==> src/rtl/amge_pkg.sv <==
package amge_pkg;

    localparam int MAX_VERTICES_DEF = 16;

    // Widths of the fields on the ports
    localparam int CMD_W    = 3;
    localparam int VTX_W    = 5;
    localparam int STATUS_W = 2;
    localparam int DEG_W    = 4;
    localparam int ROW_W    = 16;
    localparam int VT_W     = 5;
    localparam int ET_W     = 7;

    typedef enum logic [CMD_W-1:0] {
        CMD_INIT   = 3'd0,
        CMD_INSERT = 3'd1,
        CMD_DELETE = 3'd2,
        CMD_DEGREE = 3'd3,
        CMD_ROW    = 3'd4,
        CMD_APPEND = 3'd5,
        CMD_REMOVE = 3'd6
    } cmd_t;

    typedef enum logic [STATUS_W-1:0] {
        ST_OK    = 2'd0,
        ST_RANGE = 2'd1,
        ST_FULL  = 2'd2,
        ST_EMPTY = 2'd3
    } status_t;

endpackage

==> src/rtl/amge_row_mem.sv <==
module amge_row_mem #(
    parameter int WIDTH = amge_pkg::MAX_VERTICES_DEF,
    parameter int DEPTH = amge_pkg::MAX_VERTICES_DEF,
    localparam int AW = (DEPTH > 1) ? $clog2(DEPTH) : 1
) (
    input  logic             clk,
    input  logic             wr_en,
    input  logic [AW-1:0]    wr_addr,
    input  logic [WIDTH-1:0] wr_data,
    input  logic [AW-1:0]    rd_addr,
    output logic [WIDTH-1:0] rd_data
);

    logic [WIDTH-1:0] rows_mem [DEPTH];
    logic [WIDTH-1:0] rd_data_reg;

    always_ff @(posedge clk)
    begin
        if (wr_en)
        begin
            rows_mem[wr_addr] <= wr_data;
        end
        rd_data_reg <= rows_mem[rd_addr];
    end

    assign rd_data = rd_data_reg;

endmodule

==> src/rtl/adjacency_matrix_graph_engine_top.sv <==
// Channel | Handshake           | Word
// command | cmd_valid/cmd_stall | command, vertex_a, vertex_b, init_count
// result  | res_valid/res_stall | status, degree, neighbor_row, vertex_total, edge_total
//
// One command word is worked on at a time; the matrix lives in a single row memory with
// one write port and a registered read, so the cost is one row write per cycle.
// Append and rejected words go straight to the result, a query reads one row, an edge
// update writes rows a and b if it changes the edge; init and remove walk the rows.
// Reset clears counts, sequencer and output; no row is read before it is written.
// A finished result waits in the output register while the next word is taken in.
module adjacency_matrix_graph_engine_top #(
    parameter int MAX_VERTICES = amge_pkg::MAX_VERTICES_DEF
) (
    input  logic                          clk,
    input  logic                          rst_n,
    input  logic                          cmd_valid,
    output logic                          cmd_stall,
    input  logic [amge_pkg::CMD_W-1:0]    command,
    input  logic [amge_pkg::VTX_W-1:0]    vertex_a,
    input  logic [amge_pkg::VTX_W-1:0]    vertex_b,
    input  logic [amge_pkg::VTX_W-1:0]    init_count,
    output logic                          res_valid,
    input  logic                          res_stall,
    output logic [amge_pkg::STATUS_W-1:0] status,
    output logic [amge_pkg::DEG_W-1:0]    degree,
    output logic [amge_pkg::ROW_W-1:0]    neighbor_row,
    output logic [amge_pkg::VT_W-1:0]     vertex_total,
    output logic [amge_pkg::ET_W-1:0]     edge_total
);

    import amge_pkg::*;

    localparam int AW   = (MAX_VERTICES > 1) ? $clog2(MAX_VERTICES) : 1;
    localparam int CW   = $clog2(MAX_VERTICES + 1);
    localparam int EW   = $clog2(MAX_VERTICES * (MAX_VERTICES - 1) / 2 + 1);
    localparam int DW   = $clog2(MAX_VERTICES);
    localparam int CMPW = (CW > VTX_W) ? CW : VTX_W;
    localparam logic [MAX_VERTICES-1:0] ROW_ONE = 1;

    typedef enum logic [3:0] {
        S_IDLE,
        S_INIT,
        S_EDGE_A,
        S_EDGE_B,
        S_QUERY,
        S_DEL_DEG,
        S_DEL_SHIFT,
        S_DEL_FIN,
        S_RESULT
    } state_t;

    function automatic logic [DW-1:0] count_ones(input logic [MAX_VERTICES-1:0] v);
        logic [DW-1:0] c;
        c = '0;
        for (int i = 0; i < MAX_VERTICES; i++)
        begin
            c = c + DW'(v[i]);
        end
        return c;
    endfunction

    state_t                  state_reg;
    cmd_t                    op_reg;
    logic [AW-1:0]           ka_reg;
    logic [AW-1:0]           kb_reg;
    logic [AW-1:0]           idx_reg;
    logic [AW-1:0]           last_reg;
    logic [CW-1:0]           n_reg;
    logic [EW-1:0]           e_reg;
    status_t                 res_status_reg;
    logic [DW-1:0]           res_deg_reg;
    logic [MAX_VERTICES-1:0] res_row_reg;

    logic                    res_valid_reg;
    logic                    res_valid_next;
    logic [STATUS_W-1:0]     status_reg;
    logic [DEG_W-1:0]        degree_reg;
    logic [ROW_W-1:0]        neighbor_row_reg;
    logic [VT_W-1:0]         vertex_total_reg;
    logic [ET_W-1:0]         edge_total_reg;

    cmd_t                    cmd_e;
    logic                    cmd_accept;
    logic                    a_ok;
    logic                    b_ok;
    logic [AW-1:0]           ka_in;
    logic [AW-1:0]           kb_in;
    logic [AW-1:0]           last_in;
    state_t                  dec_state;
    status_t                 dec_status;
    logic                    out_free;

    logic                    mem_wr_en;
    logic [AW-1:0]           mem_wr_addr;
    logic [MAX_VERTICES-1:0] mem_wr_data;
    logic [AW-1:0]           mem_rd_addr;
    logic [MAX_VERTICES-1:0] rd_data;

    logic                    insert_op;
    logic                    edge_change;
    logic [AW-1:0]           set_pos;
    logic [MAX_VERTICES-1:0] edge_row;
    logic [MAX_VERTICES-1:0] keep_mask;
    logic [MAX_VERTICES-1:0] dropped_row;
    logic [AW-1:0]           shift_j;
    logic [AW-1:0]           shift_src;

    assign cmd_e      = cmd_t'(command);
    assign cmd_stall  = (state_reg != S_IDLE);
    assign cmd_accept = cmd_valid && !cmd_stall;
    assign out_free   = !res_valid_reg || !res_stall;

    assign a_ok    = (vertex_a != '0) && (CMPW'(vertex_a) <= CMPW'(n_reg));
    assign b_ok    = (vertex_b != '0) && (CMPW'(vertex_b) <= CMPW'(n_reg));
    assign ka_in   = AW'(vertex_a - VTX_W'(1));
    assign kb_in   = AW'(vertex_b - VTX_W'(1));
    assign last_in = (cmd_e == CMD_INIT) ? AW'(init_count - VTX_W'(1))
                                         : AW'(n_reg - CW'(2));

    always_comb
    begin
        dec_state  = S_RESULT;
        dec_status = ST_OK;
        unique case (cmd_e)
            CMD_INIT:
            begin
                if (CMPW'(init_count) > CMPW'(MAX_VERTICES))
                begin
                    dec_status = ST_RANGE;
                end
                else if (init_count != '0)
                begin
                    dec_state = S_INIT;
                end
            end
            CMD_APPEND:
            begin
                if (n_reg >= CW'(MAX_VERTICES))
                begin
                    dec_status = ST_FULL;
                end
            end
            CMD_INSERT, CMD_DELETE:
            begin
                if (n_reg == '0)
                begin
                    dec_status = ST_EMPTY;
                end
                else if (!a_ok || !b_ok || (vertex_a == vertex_b))
                begin
                    dec_status = ST_RANGE;
                end
                else
                begin
                    dec_state = S_EDGE_A;
                end
            end
            CMD_DEGREE, CMD_ROW:
            begin
                if (n_reg == '0)
                begin
                    dec_status = ST_EMPTY;
                end
                else if (!a_ok)
                begin
                    dec_status = ST_RANGE;
                end
                else
                begin
                    dec_state = S_QUERY;
                end
            end
            CMD_REMOVE:
            begin
                if (n_reg == '0)
                begin
                    dec_status = ST_EMPTY;
                end
                else if (!a_ok)
                begin
                    dec_status = ST_RANGE;
                end
                else
                begin
                    dec_state = S_DEL_DEG;
                end
            end
            default:
            begin
                dec_status = ST_RANGE;
            end
        endcase
    end

    // Edge update: the first pass rewrites row a at bit b, the second row b at bit a.
    assign insert_op   = (op_reg == CMD_INSERT);
    assign edge_change = insert_op ? !rd_data[kb_reg] : rd_data[kb_reg];
    assign set_pos     = (state_reg == S_EDGE_A) ? kb_reg : ka_reg;

    always_comb
    begin
        edge_row          = rd_data;
        edge_row[set_pos] = insert_op;
    end

    // Removing column k: bits below k stay, bits above k move down by one.
    assign keep_mask   = (ROW_ONE << ka_reg) - ROW_ONE;
    assign dropped_row = (rd_data & keep_mask) | ((rd_data >> 1) & ~keep_mask);

    // Row j of the shrunk matrix comes from row j, or from row j + 1 from the deleted row on.
    // Reads always run ahead of the row being written, so no forwarding is needed.
    assign shift_j   = (state_reg == S_DEL_DEG) ? '0 : idx_reg + AW'(1);
    assign shift_src = (shift_j < ka_reg) ? shift_j : shift_j + AW'(1);

    always_comb
    begin
        mem_wr_en   = 1'b0;
        mem_wr_addr = idx_reg;
        mem_wr_data = '0;
        mem_rd_addr = ka_reg;
        unique case (state_reg)
            S_IDLE:
            begin
                mem_rd_addr = ka_in;
                if (cmd_accept && (cmd_e == CMD_APPEND) && (dec_status == ST_OK))
                begin
                    mem_wr_en   = 1'b1;
                    mem_wr_addr = AW'(n_reg);
                    mem_wr_data = ROW_ONE << n_reg;
                end
            end
            S_INIT:
            begin
                mem_wr_en   = 1'b1;
                mem_wr_data = ROW_ONE << idx_reg;
            end
            S_EDGE_A:
            begin
                mem_rd_addr = kb_reg;
                mem_wr_en   = edge_change;
                mem_wr_addr = ka_reg;
                mem_wr_data = edge_row;
            end
            S_EDGE_B:
            begin
                mem_wr_en   = 1'b1;
                mem_wr_addr = kb_reg;
                mem_wr_data = edge_row;
            end
            S_DEL_DEG:
            begin
                mem_rd_addr = shift_src;
            end
            S_DEL_SHIFT:
            begin
                mem_rd_addr = shift_src;
                mem_wr_en   = 1'b1;
                mem_wr_data = dropped_row;
            end
            default:
            begin
            end
        endcase
    end

    // The output word stays valid while stalled and is refilled from the result state.
    always_comb
    begin
        res_valid_next = res_valid_reg && res_stall;
        if ((state_reg == S_RESULT) && out_free)
        begin
            res_valid_next = 1'b1;
        end
    end

    amge_row_mem #(
        .WIDTH (MAX_VERTICES),
        .DEPTH (MAX_VERTICES)
    ) u_row_mem (
        .clk     (clk),
        .wr_en   (mem_wr_en),
        .wr_addr (mem_wr_addr),
        .wr_data (mem_wr_data),
        .rd_addr (mem_rd_addr),
        .rd_data (rd_data)
    );

    always_ff @(posedge clk or negedge rst_n)
    begin
        if (!rst_n)
        begin
            state_reg        <= S_IDLE;
            op_reg           <= CMD_INIT;
            ka_reg           <= '0;
            kb_reg           <= '0;
            idx_reg          <= '0;
            last_reg         <= '0;
            n_reg            <= '0;
            e_reg            <= '0;
            res_status_reg   <= ST_OK;
            res_deg_reg      <= '0;
            res_row_reg      <= '0;
            res_valid_reg    <= 1'b0;
            status_reg       <= '0;
            degree_reg       <= '0;
            neighbor_row_reg <= '0;
            vertex_total_reg <= '0;
            edge_total_reg   <= '0;
        end
        else
        begin
            res_valid_reg <= res_valid_next;

            unique case (state_reg)
                S_IDLE:
                begin
                    if (cmd_accept)
                    begin
                        state_reg      <= dec_state;
                        op_reg         <= cmd_e;
                        ka_reg         <= ka_in;
                        kb_reg         <= kb_in;
                        idx_reg        <= '0;
                        last_reg       <= last_in;
                        res_status_reg <= dec_status;
                        res_deg_reg    <= '0;
                        res_row_reg    <= '0;
                        if ((cmd_e == CMD_INIT) && (dec_status == ST_OK) && (init_count == '0))
                        begin
                            n_reg <= '0;
                            e_reg <= '0;
                        end
                        if ((cmd_e == CMD_APPEND) && (dec_status == ST_OK))
                        begin
                            n_reg <= n_reg + CW'(1);
                        end
                    end
                end
                S_INIT:
                begin
                    if (idx_reg == last_reg)
                    begin
                        n_reg     <= CW'(last_reg) + CW'(1);
                        e_reg     <= '0;
                        state_reg <= S_RESULT;
                    end
                    else
                    begin
                        idx_reg <= idx_reg + AW'(1);
                    end
                end
                S_EDGE_A:
                begin
                    state_reg <= edge_change ? S_EDGE_B : S_RESULT;
                end
                S_EDGE_B:
                begin
                    e_reg     <= insert_op ? e_reg + EW'(1) : e_reg - EW'(1);
                    state_reg <= S_RESULT;
                end
                S_QUERY:
                begin
                    if (op_reg == CMD_ROW)
                    begin
                        res_row_reg <= rd_data;
                    end
                    else
                    begin
                        res_deg_reg <= count_ones(rd_data & ~(ROW_ONE << ka_reg));
                    end
                    state_reg <= S_RESULT;
                end
                S_DEL_DEG:
                begin
                    res_deg_reg <= count_ones(rd_data & ~(ROW_ONE << ka_reg));
                    state_reg   <= (n_reg == CW'(1)) ? S_DEL_FIN : S_DEL_SHIFT;
                end
                S_DEL_SHIFT:
                begin
                    if (idx_reg == last_reg)
                    begin
                        state_reg <= S_DEL_FIN;
                    end
                    else
                    begin
                        idx_reg <= idx_reg + AW'(1);
                    end
                end
                S_DEL_FIN:
                begin
                    e_reg     <= (e_reg >= EW'(res_deg_reg)) ? e_reg - EW'(res_deg_reg) : '0;
                    n_reg     <= n_reg - CW'(1);
                    state_reg <= S_RESULT;
                end
                S_RESULT:
                begin
                    if (out_free)
                    begin
                        status_reg       <= res_status_reg;
                        degree_reg       <= DEG_W'(res_deg_reg);
                        neighbor_row_reg <= ROW_W'(res_row_reg);
                        vertex_total_reg <= VT_W'(n_reg);
                        edge_total_reg   <= ET_W'(e_reg);
                        state_reg        <= S_IDLE;
                    end
                end
                default:
                begin
                    state_reg <= S_IDLE;
                end
            endcase
        end
    end

    assign res_valid    = res_valid_reg;
    assign status       = status_reg;
    assign degree       = degree_reg;
    assign neighbor_row = neighbor_row_reg;
    assign vertex_total = vertex_total_reg;
    assign edge_total   = edge_total_reg;

endmodule

==> config.mk <==
export PLATFORM = sky130hd
export DESIGN_NAME = adjacency_matrix_graph_engine_top
export DESIGN_NICKNAME = d
export VERILOG_FILES = /design/src/rtl/amge_pkg.sv /design/src/rtl/amge_row_mem.sv /design/src/rtl/adjacency_matrix_graph_engine_top.sv
export SDC_FILE = /design/constraint.sdc
export NUM_CORES = 1
export LEC_CHECK = 0
export BUFFER_PORTS_ARGS = -buffer_cell sky130_fd_sc_hd__buf_2
export CORE_ASPECT_RATIO = 0.75
export CORE_MARGIN = 3
export CORE_UTILIZATION = 50
export CTS_CLUSTER_SIZE = 30
export DETAILED_ROUTE_END_ITERATION = 8
export GPL_TIMING_DRIVEN = 0
export PLACE_DENSITY = 0.66
export SLEW_MARGIN = 20
export SYNTH_ARGS = -nofsm -noshare
export SYNTH_HDL_FRONTEND = slang
export SYNTH_SLANG_ARGS = --single-unit
==> constraint.sdc <==
create_clock -name clk -period 5.55 [get_ports clk]
set_input_delay 1.3875 -clock clk [delete_from_list [all_inputs] [get_ports clk]]
set_output_delay 1.3875 -clock clk [all_outputs]
set_load 0.01 [all_outputs]
==> flow_summary.toml, run 1 <==
[min_path]
hp-start = "vertex_total[2]"
min_path_type = "reg2reg"

[worst_setup_path]
crit_required_ns = 6.02
critPathLaunch = "idx_reg[0]"
arrival_ns = 5.32
start_kind = "register"
end_kind = "register"
r2r_start = "idx_reg[0]"
cp_max_fo = 10
criticalPathCategory = "reg2reg"

[routing]
wl_um = 52720
num_vias = 13620
firstDrtPassIters = 5
drtAntennaViolNets = 0
wl_per_cell_um = 24.10
drc = 0
via_per_inst = 6.228
drt_iter0_drc = 1711

[synthesis]
synth_top_area_frac = 0.4298
synth_cell_types = 82
seq_area_frac_synth = 0.5764
synth_largest_area_cell = "edfxtp_1"
yosys-top-cells-area = "edfxtp_1, dfrtp_1, nand2_1, ha_1, a21oi_1"
synth_warnings = 0
synth_edf_count = 256
ys.flop_type = "edfxtp_1"
syn_avg_cell_area_um2 = 11.36
netlist_area_um2 = 17890
synthCells = 1575
synth-seq-cells = 364
syn-num-nets = 1663
async_reset_ff_frac = 0.2527

[timing]
min_period_ns = 4.849
drv_slew = 0
hold_viol_final = 0
setup_viol = 0
rsz0062_at_grt = "no"
clock_skew_ns = 0.02726
slew_headroom = 0.2870
clock.fmax_ghz = 0.2062
finalCritPeriodShare = 0.8736
max_slew.worst_pin.slew_ns = 1.042
whs_ns = 0.4761

[layout]
drive_gt1_frac = 0.1451
layout_common_cells = "nand2_1, edfxtp_1, a21oi_1"
largest_reg_flops = 256
nets = 1789
antenna_cells = 0
layout_commonest_cell = "nand2_1"
design_area_um2 = 20350
largest_register = "u_row_mem.rows_mem"
area_growth_pct = 13.79

[global_route]
grt_start_max_net_pins = 80
grt_pass1_vias = 12950
grtUsageTotal = 0.2778
use_met3 = 0.1070
grt_pass1_wl_um = 80010
antenna_found_initial = 2
use_met1 = 0.4241
grt_use_met2 = 0.3715
grt_busiest_layer = "met1"
overflow = 0

[die]
ioPinCount = 58
core.rowCount = 59
die_w_um = 224.4
start_util = 0.5112
fp.dieArea_um2 = 38100
die_h_um = 169.8
core_region_area_um2 = 34990

[cts]
clockRootBuffer = "clkbuf_16"
cts_setup_buffers = 0
cts_sinks = 364
cts_hold_buf = 0
path_clk_slew_ns = 0.06
tritoncts = "done"
cts-buffers-inserted = 37
insertion_delay_ns = 0.55
ctsResizeCount = 0
cts_max_path_buffers = 3
htree_levels = 2

[flow_run]
maxCapViolCount = 0

[placement]
place.port_buffers = 57
gp_congestion = 0.9617
dpl_cell_area_um2 = 19220
dp_hpwl_um = 38090

[power]
leakage_uw = 0.007867
ir_drop_v = 0.0005533
powerDensity_nw_per_um2 = 623.0

[status]
outcome = "finished clean"
==> kinds of logic after synthesis <==
| logic type | after synthesis | synth area share |
|---|---|---|
| fa+ha+maj | 66 | 0.05121 |
| mux | 67 | 0.04575 |
| simple gates | 493 | 0.1218 |
| buf+inv | 141 | 0.03344 |
| flops | 364 | 0.5764 |
| compound gates | 412 | 0.1557 |
| xor+xnor | 32 | 0.01567 |
==> area by class of cell <==
type                    count  area (µm²)
inverters                  53       198.9
well taps                 457       571.8
flip-flops and latches    364       10310
repair buffers             87       649.4
clock buffers              50        1027
clock inverters            18       98.84
multi-input cells        1070        7097
fillers                  2919       14640
plain buffers              88       399.1
==> synth_stat cells, types with 17 or more instances <==
cell type	number
nand3_1	23
nor2b_1	18
nor3_1	25
inv_1	52
xnor2_1	17
o22ai_1	24
a32o_1	31
a32oi_1	34
buf_2	25
mux2_2	28
o21ai_0	101
clkbuf_1	50
dfrtp_1	92
nand2_1	287
mux2i_1	30
a221o_1	18
nor2_1	80
a21oi_1	105
edfxtp_1	256
ha_1	54
==> critical path: stages (launching register included) <==
cell and delay [ns]:
dfrtp_1 0.47, buf_2 0.28, inv_1 0.09, ha_1 0.36, nor2b_1 0.39, ha_1 0.34
nand2b_1 0.08, a21oi_1 0.13, or4_1 0.57, nand3_1 0.35, buf_2 0.37, buf_1 0.47
nand2_1 0.10, a32oi_1 0.52, a221o_1 0.25
==> path summary, 6_finish.rpt <==
kind | cells after the start | slack, ns | to
max | 14 | 0.70 | u_row_mem.rd_data[4]
min | 2 | 0.48 | vertex_total[2]
max reg2reg | 14 | 0.70 | u_row_mem.rd_data[4]
min reg2reg | 2 | 0.48 | vertex_total[2]
max in group asynchronous | 2 | 4.24 | neighbor_row[9]
min in group asynchronous | 1 | 0.66 | status[1]
==> per-layer routing <==
metal / part of all wire / up-vias / routed length, µm
met5: 0.00025 / - / 13
li1: - / 6128 / -
met1: 0.44 / 6640 / 23310
met4: 0.022 / 2 / 1137
met2: 0.40 / 769 / 20830
met3: 0.14 / 82 / 7419
==> through the flow <==
step	total power, µW	util	TNS, ns	worst slack, ns	cells
2_1_floorplan	7937	-	0	1.328	1575
3_3_place_gp	9971	0.5357	-6.164	-0.1471	2089
3_5_place_dp	10190	0.5493	0	0.8944	2119
4_1_cts	12560	0.5815	0	0.8862	2187
5_1_grt	13470	0.5816	0	0.4426	2187
6_report	12680	0.5816	0	0.7013	2187
==> power by group <==
group          total (µW)  switching, µW  internal [µW]  leakage (µW)
Sequential           3600            341           3260       0.00381
Combinational        6720           4330           2390       0.00350
Clock                2370           1060           1310      0.000556
Total               12700           5730           6950       0.00787
No activity file was read; power rests on OpenSTA's default activity.
==> run 2, diff against run 1 <==
ABC_AREA = 1   (was unset)
SYNTH_HIERARCHICAL = 1   (was unset)
==> run 2 against run 1 <==
  * Global-route usage grew 0.70 points
  * Critical path type unchanged
  * Count of clock-buffer cells in the layout grew 1
  * Routed wire length rose by 10%
  * Sequential power decreased by 5.8%
  * Critical endpoint is now res_deg_reg[2]
  * Largest cell class unchanged
  * Non-clock buffer count down 15
  * Sequential cell count is the same
  * Combinational power fell by 6.1%
  * Area after synthesis rose by 6.9%
==> flow_summary.toml, run 2 <==
[status]
outcome = "finished clean"

[worst_setup_path]
end_kind = "register"
crit_required_ns = 5.96
criticalPathCategory = "reg2reg"
arrival_ns = 5.21
max_stage_delay_ns = 0.56
start_kind = "register"
crit_slowest_cell = "fa_1"
cp_max_fo = 10
crit_top_cell = "fa_1"
path_cells = "clkbuf_1, inv_1, nor2_1, a31oi_1, fa_1, inv_1, fa_1, fa_1, fa_1, inv_1, ha_1, fa_1, xnor2_1, o22ai_1"

[die]
core.rowCount = 61
start_util = 0.5113
die_w_um = 231.8
die_h_um = 175.4
core_region_area_um2 = 37400
fp.dieArea_um2 = 40650
ioPinCount = 58

[placement]
gp_congestion = 1.033
place.port_buffers = 57
dp_hpwl_um = 42980

[cts]
path_clk_slew_ns = 0.07
cts_setup_buffers = 0
ctsResizeCount = 0
cts_hold_buf = 0
cts-buffers-inserted = 39
cts_max_path_buffers = 3
clockRootBuffer = "clkbuf_16"
insertion_delay_ns = 0.55
cts_sinks = 364
htree_levels = 2
tritoncts = "done"

[synthesis]
synth_warnings = 6
synth_largest_area_cell = "edfxtp_1"
seq_area_frac_synth = 0.5392
synth_cell_types = 52
yosys-top-cells-area = "edfxtp_1, dfrtp_1, nand2_1, nand3_1, inv_1"
synth_edf_count = 256
synth_top_area_frac = 0.4020
synth-seq-cells = 364
syn-num-nets = 2256
netlist_area_um2 = 19120
synthTopCellsByCount = "nand2_1, inv_1, nand3_1"
async_reset_ff_frac = 0.2527
synthCells = 2168
ys.flop_type = "edfxtp_1"
synth.most_common_cell = "nand2_1"
syn_avg_cell_area_um2 = 8.820

[routing]
drtAntennaViolNets = 0
top_layer = "met5"
met3_length_um = 7576
firstDrtPassIters = 6
wl_um = 58150
via_per_inst = 5.543
drc = 0
met1_length_um = 26810
num_vias = 15620
wl_met2_um = 22760
drt_iter0_drc = 1936
wl_per_cell_um = 20.64

[layout]
final_core_util = 0.5760
layout_commonest_cell = "nand2_1"
fillers = 3310
antenna_cells = 0
largest_reg_flops = 256
area_growth_pct = 12.66
largest_register = "u_row_mem/rows_mem"
nets = 2373
drive_gt1_frac = 0.1172
layout_common_cells = "nand2_1, inv_1, nand3_1"

[global_route]
grt_start_max_net_pins = 58
grt_pass1_vias = 14440
grt_pass1_wl_um = 86890
overflow = 0
antenna_found_initial = 5
grtUsageTotal = 0.2848

[flow_run]
maxCapViolCount = 0

[power]
leakage_uw = 0.009874
powerDensity_nw_per_um2 = 567.5
ir_drop_v = 0.0003326
total_power_uw = 12230

[timing]
max_slew.worst_pin.slew_ns = 0.9714
hold_viol_final = 0
rsz0062_at_grt = "no"
setup_viol = 0
slew_headroom = 0.3506
finalCritPeriodShare = 0.8653
tns_ns = 0
whs_ns = 0.4776
clock.fmax_ghz = 0.2082
min_period_ns = 4.802
clock_skew_ns = 0.02419
drv_slew = 0

[min_path]
min_path_type = "reg2reg"
==> run 2: cell types whose count changed in the layout (fill, tap and decap cells not counted), moves of 30 or more <==
cell / previous run / this run
mux2i_1: 30 / 0
a32o_1: 31 / 0
a32oi_1: 34 / 1
nand2_1: 287 / 569
a21oi_1: 105 / 49
inv_1: 52 / 344
nand3_1: 23 / 290
==> run 2: routing by layer <==
metal	vias up	GRT usage
li1	7313	-
met1	7426	0.4432
met2	797	0.3901
met3	78	0.08933
met4	2	0.05005
met5	-	0.02404
==> run 2: worst max-delay path: cells and delay by family, from the launching register on <==
| family | cells | cell delay, ns |
|---|---|---|
| fa+ha+maj | 6 | 2.68 |
| xor+xnor | 1 | 0.16 |
| compound gates | 2 | 0.30 |
| buf+inv | 4 | 0.85 |
| flops | 1 | 0.33 |
| simple gates | 1 | 0.35 |
==> run 2: path summary, 6_finish.rpt <==
check                           startpoint              end  slack [ns]  cells after the start
max                              ka_reg[0]   res_deg_reg[2]        0.75                     14
min reg2reg                neighbor_row[1]  neighbor_row[1]        0.48                      2
max reg2reg                      ka_reg[0]   res_deg_reg[2]        0.75                     14
max in group asynchronous            rst_n        kb_reg[3]        4.18                      2
min                        neighbor_row[1]  neighbor_row[1]        0.48                      2
min in group asynchronous            rst_n   res_deg_reg[2]        0.72                      1
==> run 2: layout make-up <==
type,instances,area (µm²),area share
clock buffer,51,1064,0.04937
inverter,367,1383,0.06418
multi-input combinational,1353,7000,0.3249
tap,504,630.6,0.02927
sequential,364,10310,0.4786
timing repair buffer,76,525.5,0.02439
clock inverter,18,153.9,0.007144
buffer,84,476.7,0.02213
==> run 2: power by group <==
group          switching (µW)  internal, µW
Combinational            4290          2020
Sequential                252          3130
Clock                    1080          1450
==> run 2: cell families after synthesis <==
| group | count (synthesis) | share of synthesized area |
|---|---|---|
| AND/OR/NAND/NOR | 1027 | 0.2353 |
| XOR/XNOR | 25 | 0.01145 |
| multiplexers | 3 | 0.001767 |
| AO/OA/AOI/OAI | 232 | 0.06720 |
| buffers and inverters | 451 | 0.09723 |
| flip-flops | 364 | 0.5392 |
| adder cells (fa/ha/maj) | 66 | 0.04790 |
==> run 2: through the flow <==
step           std cells  setup WS [ns]  cell area, µm²
2_1_floorplan       2168          1.417           19120
3_3_place_gp        2729         0.1396           20040
3_5_place_dp        2746         0.7257           20300
4_1_cts             2815         0.8160           21520
5_1_grt             2817         0.5313           21540
6_report            2817         0.7478           21540
==> run 3, diff against run 2 <==
ABC_AREA = 0   (was 1)
CTS_CLUSTER_SIZE = 8   (was 30)
GPL_ROUTABILITY_DRIVEN = 0   (was unset)
==> run 3 against run 2 <==
  * Cell count shrank 31%
  * Via count decreased by 22%
  * Sequential cell count unchanged
  * Clock skew down 0.0052 ns
  * Power rose by 8.9%
  * Maximum frequency down 2.1%
  * Critical endpoint is now u_row_mem/rd_data[7]
  * Combinational power rose by 7.0%
  * Worst hold slack lost 0.0089 ns
  * Non-clock buffer count decreased by 3
==> flow_summary.toml, run 3 <==
[status]
outcome = "finished clean"

[die]
die_w_um = 223.4
ioPinCount = 58
die_h_um = 169.1
start_util = 0.5087
core_region_area_um2 = 34840
core.rowCount = 59
fp.dieArea_um2 = 37770

[global_route]
grtUsageTotal = 0.2536
grt_pass1_wl_um = 72260
antenna_found_initial = 0
grt_start_max_net_pins = 77
grt_pass1_vias = 11710
overflow = 0

[min_path]
min_path_type = "reg2reg"

[layout]
largest_register = "u_row_mem/rows_mem"
layout_commonest_cell = "edfxtp_1"
antenna_cells = 0
register_area_um2 = 10310
nets = 1547
fillers = 2771
final_core_util = 0.5865
drive_gt1_frac = 0.1966
area_growth_pct = 15.30
multi_input_area_um2 = 6978
largest_reg_flops = 256
layout_common_cells = "edfxtp_1, nand2_1, dfrtp_1"

[timing]
hold_viol_final = 0
drv_slew = 0
clock.fmax_ghz = 0.2038
rsz0062_at_grt = "no"
fin_ws_ns = 0.6433
slew_headroom = 0.4067
min_period_ns = 4.907
clock_skew_ns = 0.01898
setup_viol = 0
max_slew.worst_pin.slew_ns = 0.8899
finalCritPeriodShare = 0.8841

[worst_setup_path]
critPathLaunch = "idx_reg[0]"
timing.critical_path.to = "u_row_mem/rd_data[7]"
r2r-end = "u_row_mem/rd_data[7]"
start_kind = "register"
crit_required_ns = 5.96
end_kind = "register"
r2r_setup_slack_ns = 0.64
rr_worst_depth = 14
r2r_start = "idx_reg[0]"
criticalPathCategory = "reg2reg"
cp_max_fo = 10
arrival_ns = 5.31

[cts]
insertion_delay_ns = 0.57
cts_setup_buffers = 0
cts_hold_buf = 0
path_clk_slew_ns = 0.05
ctsResizeCount = 0
clockRootBuffer = "clkbuf_16"
htree_levels = 2
cts_max_path_buffers = 3
cts_sinks = 364
tritoncts = "done"
cts-buffers-inserted = 51

[synthesis]
synth-seq-cells = 364
yosys-top-cells-area = "edfxtp_1, dfrtp_1, mux4_2, ha_1, o21ai_0"
synthTopCellsByCount = "edfxtp_1, nand2_1, o21ai_0"
synthCells = 1320
seq_area_frac_synth = 0.5817
synth_top_area_frac = 0.4337
async_reset_ff_frac = 0.2527
synth_edf_count = 256
ys.flop_type = "edfxtp_1"
synth_warnings = 6
synth_largest_area_cell = "edfxtp_1"
netlist_area_um2 = 17720
synth_cell_types = 83
syn_avg_cell_area_um2 = 13.43
syn-num-nets = 1408
synth.most_common_cell = "edfxtp_1"

[routing]
drc = 0
drt_iter0_drc = 1570
wl_per_cell_um = 24.50
wl_um = 47700
drtAntennaViolNets = 0
via_per_inst = 6.239
firstDrtPassIters = 7
num_vias = 12150

[placement]
dp_hpwl_um = 34050
pre_cts_ws_ns = 0.7175
place.port_buffers = 56

[power]
total_power_uw = 13320
powerDensity_nw_per_um2 = 651.8
leakage_uw = 0.007896
ir_drop_v = 0.0005783

[flow_run]
maxCapViolCount = 0
[run 3: cell count changes after synthesis, moves of 27 or more]
cell,delta
nand2_1,-452
mux4_2,+56
inv_1,-297
mux2_2,+31
mux2i_1,+27
a22oi_1,+41
nand3_1,-268
[run 3: layout make-up]
class | count | share of cell area
plain buffers | 71 | 0.01653
well taps | 457 | 0.02798
inverters | 50 | 0.009184
multi-input cells | 835 | 0.3415
clock buffers | 81 | 0.06845
clock inverters | 3 | 0.002327
repair buffers | 86 | 0.02951
flip-flops and latches | 364 | 0.5045
[run 3: routing by layer]
metal  GRT usage  vias up  wire length [µm]
met5           0        -                 0
met4     0.05531        0               769
met3     0.06709       76              4959
met2      0.3496      616             19870
met1      0.4027     6120             22100
li1            -     5336                 -
[run 3: power by group]
group / leakage [µW] / internal [µW] / switching (µW)
clock: 0.000690 / 1700 / 1110
combinational: 0.00335 / 2720 / 4030
sequential: 0.00385 / 3360 / 386
total: 0.00790 / 7790 / 5530
[run 3: kinds of logic after synthesis]
logic type | count (synthesis) | share of synthesized area
DFF | 364 | 0.5817
and+or+nand+nor | 321 | 0.08811
AOI/OAI and AO/OA | 285 | 0.1048
muxes | 130 | 0.1273
buffers and inverters | 121 | 0.02965
adders and majority gates | 66 | 0.05168
xor gates and xnor gates | 33 | 0.01673
[run 3: worst min-delay path by stage]
stage	from	end	depth (start not counted)	slack [ns]
2_1_floorplan	res_row_reg[0]	res_row_reg[0]	2	0.45
3_3_place_gp	edge_total[1]	edge_total[1]	2	0.46
3_5_place_dp	degree[1]	degree[1]	2	0.47
4_1_cts	edge_total[1]	edge_total[1]	2	0.48
5_1_grt	degree[1]	degree[1]	2	0.49
6_report	degree[1]	degree[1]	2	0.47
[run 3: through the flow]
step / setup TNS, ns / instances / cell area [µm²] / hold slack, ns
after global placement: -16.65 / 1833 / 18580 / 0.4608
after detailed placement: 0 / 1863 / 18980 / 0.4671
after CTS: 0 / 1947 / 20430 / 0.4774
after global routing: 0 / 1947 / 20430 / 0.4947
after floorplan: 0 / 1320 / 17720 / 0.4460
final: 0 / 1947 / 20430 / 0.4686
[run 3: worst max-delay path, cell delays in order (launching register included)]
cell	delay [ns]
dfrtp_1	0.39
clkbuf_1	0.41
inv_1	0.13
ha_1	0.39
nor2b_1	0.20
ha_1	0.29
a21oi_1	0.06
o21ai_1	0.39
mux2i_1	0.13
o21ai_0	0.25
buf_2	0.32
buf_1	0.63
mux4_2	0.42
a22oi_1	0.57
nand2_1	0.17
